### config.mk
export PLATFORM = sky130hd
export DESIGN_NAME = sorted_array_list_core
export DESIGN_NICKNAME = d
export VERILOG_FILES = /design/src/rtl/core/sal_pkg.sv /design/src/rtl/core/sal_cell.sv /design/src/rtl/core/sorted_array_list_core.sv
export VERILOG_INCLUDE_DIRS = /design/src /design/src/rtl/core
export SDC_FILE = /design/constraint.sdc
export NUM_CORES = 2
export LEC_CHECK = 0
export ABC_AREA = 1
export BUFFER_PORTS_ARGS = -buffer_cell sky130_fd_sc_hd__buf_2
export CAP_MARGIN = 10
export CORE_MARGIN = 2
export CORE_UTILIZATION = 35
export CTS_CLUSTER_SIZE = 24
export DETAILED_ROUTE_END_ITERATION = 8
export PLACE_DENSITY_LB_ADDON = 0.12
export SLEW_MARGIN = 20
export SYNTH_ARGS = -nofsm -noshare
export SYNTH_HDL_FRONTEND = slang
export SYNTH_HIERARCHICAL = 1
export SYNTH_SLANG_ARGS = --single-unit
### constraint.sdc
create_clock -name clk -period 5.83 [get_ports clk]
set_input_delay 0.8745 -clock clk [delete_from_list [all_inputs] [get_ports clk]]
set_output_delay 0.8745 -clock clk [all_outputs]
set_load 0.05 [all_outputs]
### src/rtl/core/assert_macros.svh
// Assertion macros shared by the sorted list RTL.
// Needs signals named clk and rst_n in the module that uses them.
`ifndef ASSERT_MACROS_SVH
`define ASSERT_MACROS_SVH

// Checked on every rising edge, skipped while reset is asserted.
`define SAL_ASSERT(label, prop, msg) \
    label: assert property (@(posedge clk) disable iff (!rst_n) prop) else $error(msg);

// Checked on every rising edge, reset included.
`define SAL_ASSERT_ALWAYS(label, prop, msg) \
    label: assert property (@(posedge clk) prop) else $error(msg);

`endif

### src/rtl/core/sal_pkg.sv
// Shared constants and types for the sorted list core.
// No dependencies; used by sal_cell and sorted_array_list_core.
package sal_pkg;

    localparam int CAPACITY = 16;
    localparam int IDX_W    = $clog2(CAPACITY);
    localparam int CNT_W    = $clog2(CAPACITY + 1);
    localparam int DATA_W   = 32;
    localparam int OP_W     = 3;
    localparam int POS_W    = 5;
    localparam int STATUS_W = 2;
    // common width for position vs count compares
    localparam int CW       = (CNT_W > POS_W) ? CNT_W : POS_W;

    typedef enum logic [OP_W-1:0] {
        OP_INSERT   = 3'd0,
        OP_SORTED   = 3'd1,
        OP_DELETE   = 3'd2,
        OP_LOCATE   = 3'd3,
        OP_RETRIEVE = 3'd4,
        OP_CLEAR    = 3'd5
    } op_t;

    localparam logic [STATUS_W-1:0] ST_OK        = 2'd0;
    localparam logic [STATUS_W-1:0] ST_FULL      = 2'd1;
    localparam logic [STATUS_W-1:0] ST_BAD_POS   = 2'd2;
    localparam logic [STATUS_W-1:0] ST_NOT_FOUND = 2'd3;

    typedef enum logic [1:0] {
        CELL_HOLD = 2'd0,
        CELL_INS  = 2'd1,
        CELL_DEL  = 2'd2
    } cell_op_t;

    // broadcast from the controller to every cell
    typedef struct packed {
        cell_op_t              op;
        logic                  cmp_en;
        logic [IDX_W-1:0]      target;
        logic [DATA_W-1:0]     data;
    } cell_ctl_t;

endpackage

### src/rtl/core/sal_cell.sv
// One slot of the list: holds an entry, shifts from a neighbor, compares to a key.
// Depends on sal_pkg.
module sal_cell
    import sal_pkg::*;
(
    input  logic              clk,
    input  logic [IDX_W-1:0]  idx,
    input  cell_ctl_t         ctl,
    input  logic [DATA_W-1:0] left_data,
    input  logic [DATA_W-1:0] right_data,
    output logic [DATA_W-1:0] data,
    output logic              lt,
    output logic              eq
);

    logic [DATA_W-1:0] data_reg;
    logic [DATA_W-1:0] data_next;
    logic              lt_reg;
    logic              eq_reg;

    always_comb
    begin
        data_next = data_reg;
        case (ctl.op)
            CELL_INS:
            begin
                if (idx > ctl.target)
                    data_next = left_data;
                else if (idx == ctl.target)
                    data_next = ctl.data;
            end
            CELL_DEL:
            begin
                if (idx >= ctl.target)
                    data_next = right_data;
            end
            default:
            begin
                data_next = data_reg;
            end
        endcase
    end

    always_ff @(posedge clk)
    begin
        data_reg <= data_next;
        if (ctl.cmp_en)
        begin
            lt_reg <= ($signed(data_reg) < $signed(ctl.data));
            eq_reg <= (data_reg == ctl.data);
        end
    end

    assign data = data_reg;
    assign lt   = lt_reg;
    assign eq   = eq_reg;

endmodule

### src/rtl/core/sorted_array_list_core.sv
// Top level of the sorted list core: controller, count and result register.
// Depends on sal_pkg, sal_cell and assert_macros.svh.
//
// Usage: one input beat on s_axis_* is one list operation (insert at
// position, sorted insert, delete, locate, retrieve, clear). Each beat
// returns exactly one result beat on m_axis_* with status, read value,
// position, count and empty flag.
// Entries live in a row of cells; inserts and deletes shift the cells from
// the target position onward by one place, all at once.
// Sequence: sorted insert and locate pass through a compare step (the cells
// compare against the key) and then the execute step (count/encode the
// flags and shift); other operations go straight to the execute step.
// Throughput: the input is not ready during the compare step, set by the
// compare register in each cell; other operations can run back to back.
// A new beat is taken in the cycle the current one finishes.
// Reset: the count clears to zero, the list reads empty; entry contents
// are not cleared and are never read before being written.
// Stall: a finished result waits in the output register; the operation
// behind it waits in the execute step until m_axis_tready frees that slot.
module sorted_array_list_core
    import sal_pkg::*;
(
    input  logic        clk,
    input  logic        rst_n,
    input  logic        s_axis_tvalid,
    output logic        s_axis_tready,
    // [2:0] op, [34:3] value, [39:35] position
    input  logic [39:0] s_axis_tdata,
    output logic        m_axis_tvalid,
    input  logic        m_axis_tready,
    // [1:0] status, [33:2] read_value, [38:34] where, [43:39] count,
    // [44] empty_res, [47:45] zero
    output logic [47:0] m_axis_tdata
);

`include "assert_macros.svh"

    typedef enum logic [2:0] {
        S_IDLE = 3'b001,
        S_CMP  = 3'b010,
        S_EXEC = 3'b100
    } state_t;

    state_t              state_reg;
    state_t              state_next;
    logic [OP_W-1:0]     op_reg;
    logic [DATA_W-1:0]   value_reg;
    logic [POS_W-1:0]    pos_reg;
    logic [CNT_W-1:0]    used_reg;
    logic [CNT_W-1:0]    used_next;

    logic                out_valid_reg;
    logic [STATUS_W-1:0] out_status_reg;
    logic [DATA_W-1:0]   out_rd_reg;
    logic [POS_W-1:0]    out_where_reg;
    logic [POS_W-1:0]    out_count_reg;
    logic                out_empty_reg;

    logic [DATA_W-1:0]   cell_data [CAPACITY];
    logic [CAPACITY-1:0] lt_vec;
    logic [CAPACITY-1:0] eq_vec;
    logic [CAPACITY-1:0] valid_vec;
    cell_ctl_t           ctl;

    logic                in_beat;
    logic                exec_go;
    logic [CNT_W-1:0]    lt_cnt;
    logic                found;
    logic [CW-1:0]       match_idx;
    logic [DATA_W-1:0]   rd_sel;
    logic [CW-1:0]       pos_ext;
    logic [CW-1:0]       used_ext;
    logic                full;

    logic [STATUS_W-1:0] res_status;
    logic [DATA_W-1:0]   res_rd;
    logic [CW-1:0]       res_where;
    cell_op_t            res_cell_op;
    logic [IDX_W-1:0]    res_target;

    // ---------------- cell row ----------------
    for (genvar i = 0; i < CAPACITY; i++)
    begin : g_cell
        logic [DATA_W-1:0] left_d;
        logic [DATA_W-1:0] right_d;

        if (i == 0)
        begin : g_first
            assign left_d = '0;
        end
        else
        begin : g_mid_l
            assign left_d = cell_data[i-1];
        end

        if (i == CAPACITY - 1)
        begin : g_last
            assign right_d = '0;
        end
        else
        begin : g_mid_r
            assign right_d = cell_data[i+1];
        end

        sal_cell u_cell (
            .clk        (clk),
            .idx        (IDX_W'(i)),
            .ctl        (ctl),
            .left_data  (left_d),
            .right_data (right_d),
            .data       (cell_data[i]),
            .lt         (lt_vec[i]),
            .eq         (eq_vec[i])
        );

        assign valid_vec[i] = (CNT_W'(i) < used_reg);
    end

    // ---------------- handshake ----------------
    assign exec_go       = (state_reg == S_EXEC) && (!out_valid_reg || m_axis_tready);
    assign s_axis_tready = (state_reg == S_IDLE) || exec_go;
    assign in_beat       = s_axis_tvalid && s_axis_tready;

    // ---------------- flag reduction ----------------
    assign lt_cnt   = CNT_W'($countones(lt_vec & valid_vec));
    assign pos_ext  = CW'(pos_reg);
    assign used_ext = CW'(used_reg);
    assign full     = (used_reg == CNT_W'(CAPACITY));

    always_comb
    begin
        found     = 1'b0;
        match_idx = '0;
        for (int i = CAPACITY - 1; i >= 0; i--)
        begin
            if (eq_vec[i] && valid_vec[i])
            begin
                found     = 1'b1;
                match_idx = CW'(i);
            end
        end
    end

    always_comb
    begin
        rd_sel = '0;
        for (int i = 0; i < CAPACITY; i++)
        begin
            if (CW'(i) == pos_ext)
                rd_sel = cell_data[i];
        end
    end

    // ---------------- execute step ----------------
    always_comb
    begin
        res_status  = ST_OK;
        res_rd      = '0;
        res_where   = '0;
        res_cell_op = CELL_HOLD;
        res_target  = '0;
        used_next   = used_reg;
        case (op_t'(op_reg))
            OP_INSERT:
            begin
                if (full)
                    res_status = ST_FULL;
                else if (pos_ext > used_ext)
                    res_status = ST_BAD_POS;
                else
                begin
                    res_cell_op = CELL_INS;
                    res_target  = IDX_W'(pos_ext);
                    res_where   = pos_ext;
                    used_next   = CNT_W'(used_reg + 1'b1);
                end
            end
            OP_SORTED:
            begin
                if (full)
                    res_status = ST_FULL;
                else
                begin
                    res_cell_op = CELL_INS;
                    res_target  = IDX_W'(lt_cnt);
                    res_where   = CW'(lt_cnt);
                    used_next   = CNT_W'(used_reg + 1'b1);
                end
            end
            OP_DELETE:
            begin
                if (pos_ext >= used_ext)
                    res_status = ST_BAD_POS;
                else
                begin
                    res_cell_op = CELL_DEL;
                    res_target  = IDX_W'(pos_ext);
                    res_where   = pos_ext;
                    used_next   = CNT_W'(used_reg - 1'b1);
                end
            end
            OP_LOCATE:
            begin
                if (found)
                    res_where = match_idx;
                else
                begin
                    res_status = ST_NOT_FOUND;
                    res_where  = used_ext;
                end
            end
            OP_RETRIEVE:
            begin
                if (pos_ext >= used_ext)
                    res_status = ST_BAD_POS;
                else
                begin
                    res_rd    = rd_sel;
                    res_where = pos_ext;
                end
            end
            OP_CLEAR:
            begin
                used_next = '0;
            end
            default:
            begin
                res_status = ST_OK;
            end
        endcase
    end

    assign ctl.op     = exec_go ? res_cell_op : CELL_HOLD;
    assign ctl.cmp_en = (state_reg == S_CMP);
    assign ctl.target = res_target;
    assign ctl.data   = value_reg;

    // ---------------- sequencer ----------------
    always_comb
    begin
        state_next = state_reg;
        case (state_reg)
            S_IDLE:
            begin
                if (in_beat)
                begin
                    if (op_t'(s_axis_tdata[2:0]) == OP_SORTED ||
                        op_t'(s_axis_tdata[2:0]) == OP_LOCATE)
                        state_next = S_CMP;
                    else
                        state_next = S_EXEC;
                end
            end
            S_CMP:
            begin
                state_next = S_EXEC;
            end
            S_EXEC:
            begin
                if (in_beat)
                begin
                    if (op_t'(s_axis_tdata[2:0]) == OP_SORTED ||
                        op_t'(s_axis_tdata[2:0]) == OP_LOCATE)
                        state_next = S_CMP;
                    else
                        state_next = S_EXEC;
                end
                else if (exec_go)
                    state_next = S_IDLE;
            end
            default:
            begin
                state_next = S_IDLE;
            end
        endcase
    end

    always_ff @(posedge clk or negedge rst_n)
    begin
        if (!rst_n)
        begin
            state_reg     <= S_IDLE;
            used_reg      <= '0;
            out_valid_reg <= 1'b0;
        end
        else
        begin
            state_reg <= state_next;
            if (exec_go)
            begin
                used_reg      <= used_next;
                out_valid_reg <= 1'b1;
            end
            else if (m_axis_tready)
                out_valid_reg <= 1'b0;
        end
    end

    always_ff @(posedge clk)
    begin
        if (in_beat)
        begin
            op_reg    <= s_axis_tdata[2:0];
            value_reg <= s_axis_tdata[34:3];
            pos_reg   <= s_axis_tdata[39:35];
        end
        if (exec_go)
        begin
            out_status_reg <= res_status;
            out_rd_reg     <= res_rd;
            out_where_reg  <= POS_W'(res_where);
            out_count_reg  <= POS_W'(used_next);
            out_empty_reg  <= (used_next == '0);
        end
    end

    assign m_axis_tvalid = out_valid_reg;
    assign m_axis_tdata  = {3'b000, out_empty_reg, out_count_reg, out_where_reg,
                            out_rd_reg, out_status_reg};

    // ---------------- checks ----------------
    `SAL_ASSERT(a_used_bound, (used_reg <= CNT_W'(CAPACITY)), "count exceeds capacity")
    `SAL_ASSERT(a_cmp_then_exec, (state_reg == S_CMP) |=> (state_reg == S_EXEC),
                "compare not followed by execute")
    `SAL_ASSERT(a_exec_result, exec_go |=> m_axis_tvalid, "execute step lost its result")
    `SAL_ASSERT(a_used_step, (exec_go && op_t'(op_reg) != OP_CLEAR) |=>
                (used_reg == $past(used_reg) ||
                 used_reg == CNT_W'($past(used_reg) + 1'b1) ||
                 used_reg == CNT_W'($past(used_reg) - 1'b1)),
                "count moved by more than one")
    `SAL_ASSERT(a_no_accept_in_cmp, (state_reg == S_CMP) |-> !s_axis_tready,
                "beat taken during compare")

endmodule
==> flow_metrics.py <==
metrics = {
    "logic_synthesis": {
        "synth_most_common_cell": "nand2_1",
        "synth_seq_cells": 638,
        "synthArstFlopShare": 0.01411,
        "synth_area_leader_cell": "edfxtp_1",
        "synth_flop_cell": "edfxtp_1",
        "synthCells": 6957,
        "yosys_warnings": 6,
        "syn-cell-area_mm2": 0.05265,
        "synth-edff-count": 629,
        "synth_area_leaders": "edfxtp_1, nand2_1, ha_1",
        "ys_types": 50,
        "synthTopCellsByCount": "nand2_1, inv_1, nor2_1",
        "synth_top_area_share": 0.3587,
        "seq_area_frac_synth": 0.3630,
        "synth_area_per_cell_um2": 7.568,
    },
    "min_path": {
        "hold_class": "in -> async",
    },
    "drt": {
        "first_pass_iters": 6,
        "route.detailed.drc": 0,
        "first_iter_violations": 3499,
        "avgViaCountPerCell": 4.965,
        "wl_mm": 176.5,
        "avgRoutedWirePerCell_um": 18.95,
        "ant_nets": 0,
        "vias": 46240,
    },
    "grt": {
        "grt_pass1_vias": 43660,
        "grt_max_degree": 65,
        "overflow": 0,
        "grt.total_usage": 0.2203,
        "grt_pass1_wl_mm": 262.5,
        "antenna_found_initial": 0,
    },
    "setup_path": {
        "crit_fanout": 10,
        "r2r_slack_ns": -0.1,
        "r2r-end": "g_cell[12].u_cell/data[21]$_DFFE_PP_",
        "cpMostUsedCell": "nand2_2",
        "critPathLaunch": "used_ext[1]$_DFFE_PN0P_",
        "critPathArrivalTime_ns": 6.46,
        "cp-end-kind": "register",
        "reg2reg_depth": 30,
        "critPathLaunchType": "register",
        "slowest_stage": "fa_2",
        "worstSetupPathType": "reg -> reg",
        "critPathRequiredTime_ns": 6.37,
        "cpPeakStageDelay_ns": 0.59,
        "rr_startpoint": "used_ext[1]$_DFFE_PN0P_",
    },
    "finish": {
        "nets": 7875,
        "drive_above_1_share": 0.1239,
        "post-route-util": 0.4043,
        "largest_reg_flops": 512,
        "fillers": 15390,
        "instances_no_fill": 9313,
        "area_delta_synth_final_pct": 14.87,
        "fin_area_mm2": 0.06048,
    },
    "placed_design": {
        "dpl_worst_slack_ns": -0.08234,
        "place_area_mm2": 0.05615,
        "gp_congestion": 0.8659,
        "post-place-cells": 9100,
        "hpwl_mm": 132.3,
        "portBuffers": 90,
    },
    "cts": {
        "clkSlewWorstSetupHoldPaths_ns": 0.06,
        "clkLatencyLatePin_ns": 0.70,
        "cts_root_buffer": "clkbuf_16",
        "ctsLongestPathBuffers": 3,
        "h-tree-depth": 3,
        "ctsHoldBuffers": 0,
        "cts_tree": "yes",
        "cts.sinks": 638,
        "cts_made_buffers": 85,
    },
    "sta": {
        "rsz0062_at_grt": "yes",
        "relSlewSlack": 0.2452,
        "hold_viol": 0,
        "hold_slack_ns": 0.06951,
        "setup_viol": 507,
        "timing.final.crit_share": 1.017,
        "period_needed_ns": 5.928,
        "worst_pin_slew_ns": 1.131,
        "fin_skew_ns": 0.02959,
        "max_freq_mhz": 168.7,
        "fin_ws_ns": -0.09789,
        "finalMaxSlewViolations": 0,
    },
    "outcome": {
        "violations": "negative setup slack",
        "status": "finished with violations",
    },
    "floorplan": {
        "die_area_mm2": 0.1536,
        "ios": 94,
        "initial_core_util": 0.3520,
        "coreArea_mm2": 0.1496,
        "die_height_um": 391.9,
        "rows": 142,
        "die-width_um": 391.9,
    },
    "pwr": {
        "p_leak_nw": 28.24,
        "powerDensity_mw_per_mm2": 422.2,
        "peakVddDrop_mv": 0.3302,
    },
    "run": {
        "drv_cap": 0,
    },
}
where the power goes:
part | switching [mW] | internal (mW)
registers | 0.334 | 6.13
logic | 8.75 | 5.06
clock network | 2.23 | 3.02
per-stage QoR:
stage	setup TNS [ns]	power, mW
2_1_floorplan	0	15.55
3_3_place_gp	-0.5968	18.23
3_5_place_dp	-12.58	18.52
4_1_cts	-0.01460	24.20
5_1_grt	-204.06	27.40
6_report	-12.41	25.53
layer usage:
layer	up-vias	share of wire	GRT usage
li1	23400	-	-
met1	21600	0.47	0.3151
met2	1064	0.46	0.3589
met3	178	0.042	0.02137
met4	0	0.024	0.04741
met5	-	0	0
logic make-up after synthesis:
group / after synthesis / share of synthesized area
xor+xnor: 2 / 0.0003327
simple gates: 3517 / 0.2787
flops: 638 / 0.3630
compound gates: 932 / 0.1061
buf+inv: 1266 / 0.1076
other cells: 2 / 0.0001426
fa+ha+maj: 600 / 0.1440
cells in the final DEF, fill, tap and decap left out, drive strengths merged, types with 38 or more instances in the layout:
master,n
ha,590
clkinv,41
edfxtp,629
nand4,136
nand3,144
o21ai,90
buf,308
clkbuf,121
conb,131
nand2,2187
inv,980
nor2,954
a31oi,518
a21oi,258
or2,38
final cells by class:
type                       instances  area (um^2)  share of cell area
timing repair buffer             323         3074             0.05083
timing repair inverter             5        60.06           0.0009930
tap                             2016         2522             0.04171
inverter                         994         3935             0.06506
multi-input combinational       5184        29120              0.4815
clock buffer                     106         2247             0.03715
clock inverter                    45        399.1            0.006599
antenna                            2        5.005          0.00008275
sequential                       638        19120              0.3161
repair_timing:
item / 4_1_cts / 5_1_grt
setup endpoints to repair: 738 / 1025
gates cloned: 1 / 24
pin swaps: 8 / 82
setup buffers: 25 / 14
resized for setup: 22 / 205
worst max-delay path: cells and delay by family, from the launching register on:
| family | cells | cell delay (ns) |
|---|---|---|
| AO/OA/AOI/OAI | 4 | 0.49 |
| adder cells (fa/ha/maj) | 8 | 3.23 |
| buffers and inverters | 10 | 0.99 |
| flip-flops | 1 | 0.39 |
| AND/OR/NAND/NOR | 8 | 0.64 |
worst max-delay path by stage:
| stage | to | slack, ns | cells past startpoint |
|---|---|---|---|
| 2_1_floorplan | g_cell[10].u_cell/data[0]$_DFFE_PP_ | 0.01 | 25 |
| 3_5_place_dp | g_cell[12].u_cell/data[13]$_DFFE_PP_ | -0.08 | 29 |
| 6_report | g_cell[12].u_cell/data[21]$_DFFE_PP_ | -0.1 | 30 |
| 3_3_place_gp | g_cell[13].u_cell/data[27]$_DFFE_PP_ | -0.01 | 27 |
| 5_1_grt | g_cell[10].u_cell/data[27]$_DFFE_PP_ | -0.30 | 30 |
| 4_1_cts | out_where_reg[1]$_DFFE_PP_ | -0.01 | 33 |
Note: power is estimated with default switching activity, not from simulation.
